===== src/hw/rtl/ipv4hc_pkg.sv =====
package ipv4hc_pkg;

  // Number of fixed header bytes that are decoded.
  localparam logic [4:0] HdrBytes   = 5'd20;
  localparam logic [4:0] LastByte   = 5'd19;
  // Byte positions of the received checksum word.
  localparam logic [4:0] CsumHiByte = 5'd10;
  localparam logic [4:0] CsumLoByte = 5'd11;

  // Expected version nibble and the value a verified checksum folds to.
  localparam logic [3:0]  IpVersion4 = 4'd4;
  localparam logic [15:0] CsumGood   = 16'hffff;

  // Bit positions within the status code.
  localparam int unsigned StatBadCsum = 0;
  localparam int unsigned StatBadVer  = 1;

  // Width of the running word sums; ten words never overflow it.
  localparam int unsigned SumW = 20;

  typedef logic [SumW-1:0] sum_t;
  typedef logic [7:0]      byte_t;

  // End-around-carry fold of a 20-bit sum to 16 bits. Two passes suffice:
  // after the first the carry is a single bit and the low half is small.
  function automatic logic [15:0] fold20(input sum_t s);
    logic [16:0] t;
    t = {1'b0, s[15:0]} + {13'b0, s[19:16]};
    return t[15:0] + {15'b0, t[16]};
  endfunction

endpackage


===== src/hw/rtl/ipv4_header_parse_check.sv =====
// A header byte accepted into the input register is processed from there; the result for
// the twentieth byte is loaded into the result register when that byte is processed, is
// then shown on the out_ channel and stays there until out_ready takes it.
// Throughput: one byte per cycle, set by the single input register and result register.
// Bytes stall only while a finished result waits for out_ready.
// Reset (rst_n low, synchronous) empties both registers and leaves the parser idle
// until a word with in_start_req set arrives.
module ipv4_header_parse_check import ipv4hc_pkg::*; (
  input  logic        clk,
  input  logic        rst_n,
  input  logic        in_valid,
  output logic        in_ready,
  input  logic [7:0]  in_hdr_byte,
  input  logic        in_start_req,
  output logic        out_valid,
  input  logic        out_ready,
  output logic [3:0]  out_header_words,
  output logic [7:0]  out_tos_byte,
  output logic [15:0] out_total_length,
  output logic [15:0] out_ident,
  output logic [2:0]  out_frag_flags,
  output logic [12:0] out_frag_offset,
  output logic [7:0]  out_hop_limit,
  output logic [7:0]  out_protocol_num,
  output logic [31:0] out_src_addr,
  output logic [31:0] out_dst_addr,
  output logic [15:0] out_gen_checksum,
  output logic [1:0]  out_status
);

  // Input register.
  logic  in_valid_r, in_valid_nxt;
  byte_t in_byte_r;
  logic  in_start_r;

  // Parser state.
  logic [4:0] byte_count_r, byte_count_nxt;
  sum_t       word_sum_r, word_sum_nxt;   // all words but the checksum word
  sum_t       chk_sum_r, chk_sum_nxt;     // all words including the checksum word
  byte_t      header_store_r [HdrBytes];

  // Result register.
  logic        out_valid_r, out_valid_nxt;
  logic [3:0]  header_words_r;
  logic [7:0]  tos_byte_r;
  logic [15:0] total_length_r;
  logic [15:0] ident_r;
  logic [2:0]  frag_flags_r;
  logic [12:0] frag_offset_r;
  logic [7:0]  hop_limit_r;
  logic [7:0]  protocol_num_r;
  logic [31:0] src_addr_r;
  logic [31:0] dst_addr_r;
  logic [15:0] gen_checksum_r;
  logic [1:0]  status_r;

  // Processing of the registered word.
  logic       slot_free;
  logic       advance;
  logic [4:0] cur_idx;
  sum_t       base_word_sum;
  sum_t       base_chk_sum;
  sum_t       contrib;
  logic       in_header;
  logic       skip_word;
  logic       done;
  logic [1:0] status_nxt;

  // Handshake: the result slot frees when empty or being taken this cycle.
  assign slot_free = !out_valid_r || out_ready;
  assign advance   = in_valid_r && slot_free;
  assign in_ready  = !in_valid_r || slot_free;

  always_comb begin
    // A start flag restarts the count and the sums with this word as byte 0.
    cur_idx       = in_start_r ? 5'd0 : byte_count_r;
    base_word_sum = in_start_r ? '0 : word_sum_r;
    base_chk_sum  = in_start_r ? '0 : chk_sum_r;
    in_header     = (cur_idx < HdrBytes);
    skip_word     = (cur_idx == CsumHiByte) || (cur_idx == CsumLoByte);
    // Even positions are the high byte of a big-endian word.
    contrib       = cur_idx[0] ? {12'b0, in_byte_r} : {4'b0, in_byte_r, 8'b0};

    byte_count_nxt = byte_count_r;
    word_sum_nxt   = word_sum_r;
    chk_sum_nxt    = chk_sum_r;
    done           = 1'b0;
    if (advance && in_header) begin
      byte_count_nxt = cur_idx + 5'd1;
      chk_sum_nxt    = base_chk_sum + contrib;
      word_sum_nxt   = skip_word ? base_word_sum : base_word_sum + contrib;
      done           = (cur_idx == LastByte);
    end else if (advance) begin
      byte_count_nxt = cur_idx;
      word_sum_nxt   = base_word_sum;
      chk_sum_nxt    = base_chk_sum;
    end

    status_nxt = '0;
    status_nxt[StatBadCsum] = (fold20(chk_sum_nxt) != CsumGood);
    status_nxt[StatBadVer]  = (header_store_r[0][7:4] != IpVersion4);

    if (advance && done) begin
      out_valid_nxt = 1'b1;
    end else if (out_valid_r && out_ready) begin
      out_valid_nxt = 1'b0;
    end else begin
      out_valid_nxt = out_valid_r;
    end

    in_valid_nxt = in_ready ? in_valid : in_valid_r;
  end

  // Control registers.
  always_ff @(posedge clk) begin
    if (!rst_n) begin
      in_valid_r   <= 1'b0;
      out_valid_r  <= 1'b0;
      byte_count_r <= HdrBytes;
      word_sum_r   <= '0;
      chk_sum_r    <= '0;
    end else begin
      in_valid_r   <= in_valid_nxt;
      out_valid_r  <= out_valid_nxt;
      byte_count_r <= byte_count_nxt;
      word_sum_r   <= word_sum_nxt;
      chk_sum_r    <= chk_sum_nxt;
    end
  end

  // Input payload register.
  always_ff @(posedge clk) begin
    if (in_ready) begin
      in_byte_r  <= in_hdr_byte;
      in_start_r <= in_start_req;
    end
  end

  // Header byte store.
  always_ff @(posedge clk) begin
    if (advance && in_header) begin
      header_store_r[cur_idx] <= in_byte_r;
    end
  end

  // Result payload; the last destination byte comes straight from the input register.
  always_ff @(posedge clk) begin
    if (advance && done) begin
      header_words_r <= header_store_r[0][3:0];
      tos_byte_r     <= header_store_r[1];
      total_length_r <= {header_store_r[2], header_store_r[3]};
      ident_r        <= {header_store_r[4], header_store_r[5]};
      frag_flags_r   <= header_store_r[6][7:5];
      frag_offset_r  <= {header_store_r[6][4:0], header_store_r[7]};
      hop_limit_r    <= header_store_r[8];
      protocol_num_r <= header_store_r[9];
      src_addr_r     <= {header_store_r[12], header_store_r[13],
                         header_store_r[14], header_store_r[15]};
      dst_addr_r     <= {header_store_r[16], header_store_r[17],
                         header_store_r[18], in_byte_r};
      gen_checksum_r <= ~fold20(word_sum_nxt);
      status_r       <= status_nxt;
    end
  end

  assign out_valid        = out_valid_r;
  assign out_header_words = header_words_r;
  assign out_tos_byte     = tos_byte_r;
  assign out_total_length = total_length_r;
  assign out_ident        = ident_r;
  assign out_frag_flags   = frag_flags_r;
  assign out_frag_offset  = frag_offset_r;
  assign out_hop_limit    = hop_limit_r;
  assign out_protocol_num = protocol_num_r;
  assign out_src_addr     = src_addr_r;
  assign out_dst_addr     = dst_addr_r;
  assign out_gen_checksum = gen_checksum_r;
  assign out_status       = status_r;

endmodule


===== config.mk =====
export PLATFORM = sky130hd
export DESIGN_NAME = ipv4_header_parse_check
export DESIGN_NICKNAME = d
export VERILOG_FILES = /design/src/hw/rtl/ipv4hc_pkg.sv /design/src/hw/rtl/ipv4_header_parse_check.sv
export SDC_FILE = /design/constraint.sdc
export NUM_CORES = 1
export LEC_CHECK = 0
export BUFFER_PORTS_ARGS = -buffer_cell sky130_fd_sc_hd__buf_2
export CORE_MARGIN = 1
export CORE_UTILIZATION = 30
export DETAILED_ROUTE_END_ITERATION = 8
export GPL_ROUTABILITY_DRIVEN = 1
export PLACE_DENSITY = 0.51
export SLEW_MARGIN = 10
export SYNTH_ARGS = -nofsm -noshare
export SYNTH_HDL_FRONTEND = slang
export SYNTH_SLANG_ARGS = --single-unit

===== constraint.sdc =====
create_clock -name clk -period 15.2 [get_ports clk]
set_clock_uncertainty 0.15 [all_clocks]
set_input_delay 0 -clock clk [delete_from_list [all_inputs] [get_ports clk]]
set_output_delay 0 -clock clk [all_outputs]
set_load 0.02 [all_outputs]

### After elaboration in Yosys (flattened, before gate mapping)

Memories as Yosys holds them, arrays and structs flattened. A register that Yosys moved wholly into a read port is not among the register bits.
Index checks and enable logic that the tools add are counted.
Widths: inputs -> output; s select.

* register bits: 110
* bits in latches: 0
* bits in writable memories: 160
* bits in read-only memories: 0
* input port bits: 13
* output and inout port bits: 160
* logic and storage cells: 53
* memories: 1

Memory list
* header_store_r: depth 20, width 8, rd ports 17, clocked after Yosys merged registers in 16, write ports 1, RTL line ipv4_header_parse_check.sv:40 `byte_t header_store_r [HdrBytes];`

* $add $sub $neg: 7
* multiply operators: 0
* div/mod/pow operators: 0
* $lt $le $gt $ge: 1
* equal/unequal tests: 5
* shifts and indexed selects: 0
* muxes and demuxes: 16
* bitwise logic cells: 1
* reductions and logical operators: 11

Operator list (count)
* $mux 20: 7
* $add 20x16->20: 2
* $add 16x4->17: 2
* $add 16x1->16: 2
* $mux 16: 1
* $ne 16x16->1 const B: 1
* $not 16->16: 1
* $mux 5: 3
* $eq 5x4->1 const B: 2
* $add 5x1->5 const B: 1
* $eq 5x5->1 const B: 1
* $lt 5x5->1 const B: 1
* $mux 1: 5
* $logic_and 1x1->1: 4
* $ne 4x3->1 const B: 1
* $reduce_bool 2->1: 2
* $logic_or 1x1->1: 3
* $logic_not 1->1: 2

### Depth between registers and ports, before layout

* depth in word-level cells: 8
* gate-level depth with buffers: 36
* mapped depth without buffers: 33

### Worst setup path before layout

OpenSTA, ideal clock, no wires.

* path type: flip-flop to flip-flop
* start: register in_start_r
* end: register status_r[0] (netlist: out_status[0]) (data pin)
* library setup time: 0.261 ns
* arrival: 6.982 ns
* data required time: 14.789 ns
* path slack: 7.807 ns
* stages on the path, launching flop included: 35
* path buffers: 5
* clock period less this slack: 7.393 ns
* cell sequence: edfxtp_1 > buf_6 > clkbuf_1 > clkbuf_1 > clkbuf_1 > nor2b_1 > ha_1 > inv_1 > fa_1 > nor2b_1 > o31a_1 > o311ai_2 > a21oi_1 > o21a_1 > o21a_1 > o41ai_1 > o21ai_0 > a21oi_1 > nor2_1 > ha_1 > fa_1 > a21o_1 > a21oi_1 > or2_2 > clkbuf_1 > nor4_1 > and3b_1 > ha_1 > ha_1 > and3_1 > xnor2_1 > mux2_1 > a211oi_1 > o2111ai_1 > a221o_1

* cells in the longest elaborated chain, start to end: 7
* elaborated cells between the ends (all ways): 11
* classes of those cells: 3 x add/sub; 1 x order compare; 1 x eq/ne; 5 x mux; 1 x reduce/logical

Ends and longest elaborated chain
* start, declared: RTL line ipv4_header_parse_check.sv:34 `logic in_start_r;`
* start signal, assigned: RTL line ipv4_header_parse_check.sv:135 `in_start_r <= in_start_req;`
* $mux 5: RTL line ipv4_header_parse_check.sv:76 `cur_idx = in_start_r ? 5'd0 : byte_count_r;`
* $mux 16 / $lt 5x5->1 (equally long branches): RTL line ipv4_header_parse_check.sv:82, ipv4_header_parse_check.sv:79
* $add 20x16->20 / $logic_and 1x1->1 (equally long branches): RTL line ipv4_header_parse_check.sv:90, ipv4_header_parse_check.sv:88
* $mux 20 (*): RTL line ipv4_header_parse_check.sv:88 `if (advance && in_header) begin`
* via chk_sum_nxt[16]: RTL line ipv4_header_parse_check.sv:39 `sum_t chk_sum_r, chk_sum_nxt;`
* $add 16x4->17 (*): RTL line ipv4hc_pkg.sv:28 `t = {1'b0, s[15:0]} + {13'b0, s[19:16]};`
* $add 16x1->16 (*): RTL line ipv4hc_pkg.sv:29 `return t[15:0] + {15'b0, t[16]};`
* $ne 16x16->1 (*): RTL line ipv4_header_parse_check.sv:100 `status_nxt[StatBadCsum] = (fold20(chk_sum_nxt) != CsumGood);`
* via status_nxt[0]: RTL line ipv4_header_parse_check.sv:67 `logic [1:0] status_nxt;`
* end signal, assigned: RTL line ipv4_header_parse_check.sv:162 `status_r <= status_nxt;`
* end, declared: RTL line ipv4_header_parse_check.sv:55 `logic [1:0] status_r;`

The timed path passes the listed nets; every way through them passes the cells marked *.
A chain may end at the register's enable or synchronous reset.

### Worst setup path in the final report

* start: register in_start_r
* end: register gen_checksum_r[14] (netlist: out_gen_checksum[14]) (data pin)

* cells in the longest elaborated chain, start to end: 8
* elaborated cells between the ends (all ways): 15
* classes of those cells: 3 x add/sub; 1 x order compare; 2 x eq/ne; 6 x mux; 1 x bitwise; 2 x reduce/logical

Ends and longest elaborated chain
* $mux 5: RTL line ipv4_header_parse_check.sv:76
* $mux 16 / $eq 5x4->1 (equally long branches): RTL line ipv4_header_parse_check.sv:82, ipv4_header_parse_check.sv:80
* $add 20x16->20 / $logic_or 1x1->1 (equally long branches): RTL line ipv4_header_parse_check.sv:91, ipv4_header_parse_check.sv:80
* $mux 20: RTL line ipv4_header_parse_check.sv:91 `word_sum_nxt = skip_word ? base_word_sum : base_word_sum + contrib;`
* $mux 20 (*): RTL line ipv4_header_parse_check.sv:88
* via word_sum_nxt[16]: RTL line ipv4_header_parse_check.sv:38 `sum_t word_sum_r, word_sum_nxt;`
* $add 16x4->17 (*): RTL line ipv4hc_pkg.sv:28
* $add 16x1->16 (*): RTL line ipv4hc_pkg.sv:29
* $not 16->16 (*): RTL line ipv4_header_parse_check.sv:161 `gen_checksum_r <= ~fold20(word_sum_nxt);`
* end signal, assigned: RTL line ipv4_header_parse_check.sv:161
* end, declared: RTL line ipv4_header_parse_check.sv:54 `logic [15:0] gen_checksum_r;`

Marks and branches as above.

==> flow_summary.toml <==
[outcome]
status = "completed"

[setup_path]
r2r_end = "out_gen_checksum[14]"
crit_top_cell = "ha_1"
critical-path-max-stage-delay_ns = 0.47
reg2reg_depth = 33
endpoint_kind = "register"
r2r_slack_ns = 6.98
arrival_ns = 8.36
critPathSlowestCell = "buf_4"
cp_data_required_time_ns = 15.34
worstSetupPathType = "reg2reg"
start_kind = "register"
crit_fanout = 48
r2r_start = "in_start_r"

[clock_tree]
cts_inserted_buffers = 36
clk_pin_slew_ns = 0.06
clk_latency_ns = 0.54
cts_setup_buffers = 0
htree_num_levels = 2
tritoncts = "built"
cts_resized = 0
cts_hold_buf = 13
cts-root-buf = "clkbuf_16"
clock_path_buffers = 3
cts.sinks = 350

[logic_synthesis]
netlist_top_cells_area = "edfxtp_1, dfxtp_1, ha_1"
netlist_area_mm2 = 0.0145
yosysWarnings = 0
ys.flop_type = "edfxtp_1"
ys_top_cells_by_count = "edfxtp_1, nor2_1, nand2_1"
seq_area_frac_synth_pct = 69.1
async_flop_share_pct = 0
synth_top_cell_area_share_pct = 62.7
postSynthAreaPerCell_um2 = 14.2
synth_most_common_cell = "edfxtp_1"
synthCells = 1019
synth.distinct_cells = 90
synth_edf_count = 303
yosys_register_bits = 350
synth.largest_area_cell = "edfxtp_1"
syn_nets = 1079

[layout]
fin_cells = 1871
multi_input_area_mm2 = 0.00426
post_route_cells_drive_above_1_share_pct = 22.4
diodes = 0
syn_to_final_growth_pct = 20.5
seqCellArea_mm2 = 0.0100
fillers = 4540
nets = 1289

[worst_hold_path]
hold_end = "in_byte_r[5]"
hp-start = "in_hdr_byte[5]"
min_path_type = "in2reg"
holdPathStages = 2

[timing]
fin_crit_ns = 8.22
slew_headroom_pct = 30.5
fmax_ghz = 0.122
fin_crit_sh_pct = 54.1
maxSlewViolCount = 0
rsz0062_at_grt = "no"
setup_viol = 0
max_slew.worst_pin.slew_ns = 1.04
hold_ws_ns = 0.0341
hold_viol = 0
setup_tns_ns = 0
setup_slack_ns = 6.98

[floorplan]
die_y_um = 222
core_mm2 = 0.0477
io_pins = 173
fp.dieW_um = 222
dieArea_mm2 = 0.0493
start_util_pct = 30.4
rows = 80

[power_and_ir_drop]
total_power_mw = 2.05
leakage_nw = 6.37
p_per_area_mw_per_mm2 = 117
ir_worst_vdd_v = 0.0000784

[placement]
hpwlAfterDp_mm = 23.4
routabilityCongestion = 0.817
placed_cells = 1793
post-place-ws_ns = 7.03
port_buffers = 172

[routing]
drc = 0
wirelength_mm = 35.1
first_pass_iters = 5
vias = 8794
drtIter0Drc = 522
routedWlPerCell_um = 18.8
ant_nets = 0
vias_per_cell = 4.70

[grt]
grt_usage_pct = 14.0
grt_pass1_wl_mm = 52.4
grt_antenna_before_repair = 0
gr-total-overflow = 0
grt_max_degree = 74
grt_pass1_vias = 8525

[flow_run]
drv_cap = 0
==> critical path, delay by kind of cell (launching register included) <==
family	cells	cell delay [ns]
AO/OA/AOI/OAI	9	1.95
XOR/XNOR	1	0.15
adder cells (fa/ha/maj)	6	1.60
buffers and inverters	2	0.53
flip-flops	1	0.32
multiplexers	1	0.17
AND/OR/NAND/NOR	14	3.08
==> how the worst max path moves through the flow <==
stage / depth (start not counted) / end / from
global placement: 33 / out_gen_checksum[14] / in_start_r
detailed placement: 33 / out_gen_checksum[14] / in_start_r
global route: 34 / out_gen_checksum[15] / in_start_r
floorplan: 34 / out_status[0] / in_start_r
finish: 33 / out_gen_checksum[14] / in_start_r
CTS: 33 / out_gen_checksum[14] / in_start_r
==> cells by family after synthesis <==
group                    count (synthesis)  synth area share (%)
adder cells (fa/ha/maj)                 47                  4.26
AND/OR/NAND/NOR                        326                  12.0
AO/OA/AOI/OAI                          176                  8.55
flip-flops                             350                  69.1
XOR/XNOR                                57                  3.44
buffers and inverters                   50                  1.52
multiplexers                            13                  1.06
==> cell usage in the layout (no fill, tap or decap), types with 7 or more instances in the layout <==
cell	Yosys	final
a211oi_1	7	7
inv_1	21	21
nand3_1	24	24
nand2_1	63	63
buf_2	8	172
nand4_1	8	8
o21ai_1	11	11
o31ai_1	7	7
and2_1	36	36
and3_1	20	19
a21oi_1	43	43
a21o_1	9	9
a31oi_1	9	9
edfxtp_1	303	303
clkbuf_16	0	37
buf_4	2	14
xor2_1	24	24
nor2_1	72	72
o21ai_0	28	28
ha_1	43	43
dfxtp_1	47	47
dlygate4sd3_1	0	13
nor3_1	19	19
o21a_1	14	14
xnor2_1	33	33
nor2b_1	39	39
clkinv_2	0	7
==> registers in the layout, summed over array words and instances (netlist names), 13 cells and up <==
name              count
header_store_r      136
out_src_addr         32
word_sum_r           20
chk_sum_r            20
out_ident            16
out_frag_offset      13
out_gen_checksum     16
out_dst_addr         32
out_total_length     16
==> stage by stage <==
| stage | utilization, % | area (µm²) |
|---|---|---|
| detailed placement | 33.8 | 16100 |
| finish | 36.7 | 17500 |
| global placement | 33.8 | 16100 |
| global route | 36.7 | 17500 |
| floorplan | - | 14500 |
| CTS | 36.7 | 17500 |
==> report_power, final <==
part | internal [mW] | total (mW) | switching (mW)
Sequential | 1.04 | 1.05 | 0.00578
Clock | 0.546 | 0.920 | 0.374
Combinational | 0.0270 | 0.0801 | 0.0530
Total | 1.62 | 2.05 | 0.433
==> metal layers <==
metal  global-route usage (%)  part of all wire [%]  routed length [µm]  vias up
met2                     22.9                    47               16400      220
li1                         -                     -                   -     4221
met1                     18.9                    47               16500     4309
met3                     2.20                   4.0                1400       44
met4                     4.79                   2.4                 841        0
met5                        0                     0                   0        -
==> final cells by class <==
type	count	area share, %
Clock buffer	42	5.53
Clock inverter	23	1.58
Inverter	23	0.493
Multi-Input combinational cell	619	24.4
Sequential cell	350	57.4
Tap cell	615	4.40
Timing Repair Buffer	199	6.26
Note: power is estimated with default switching activity, not from simulation.
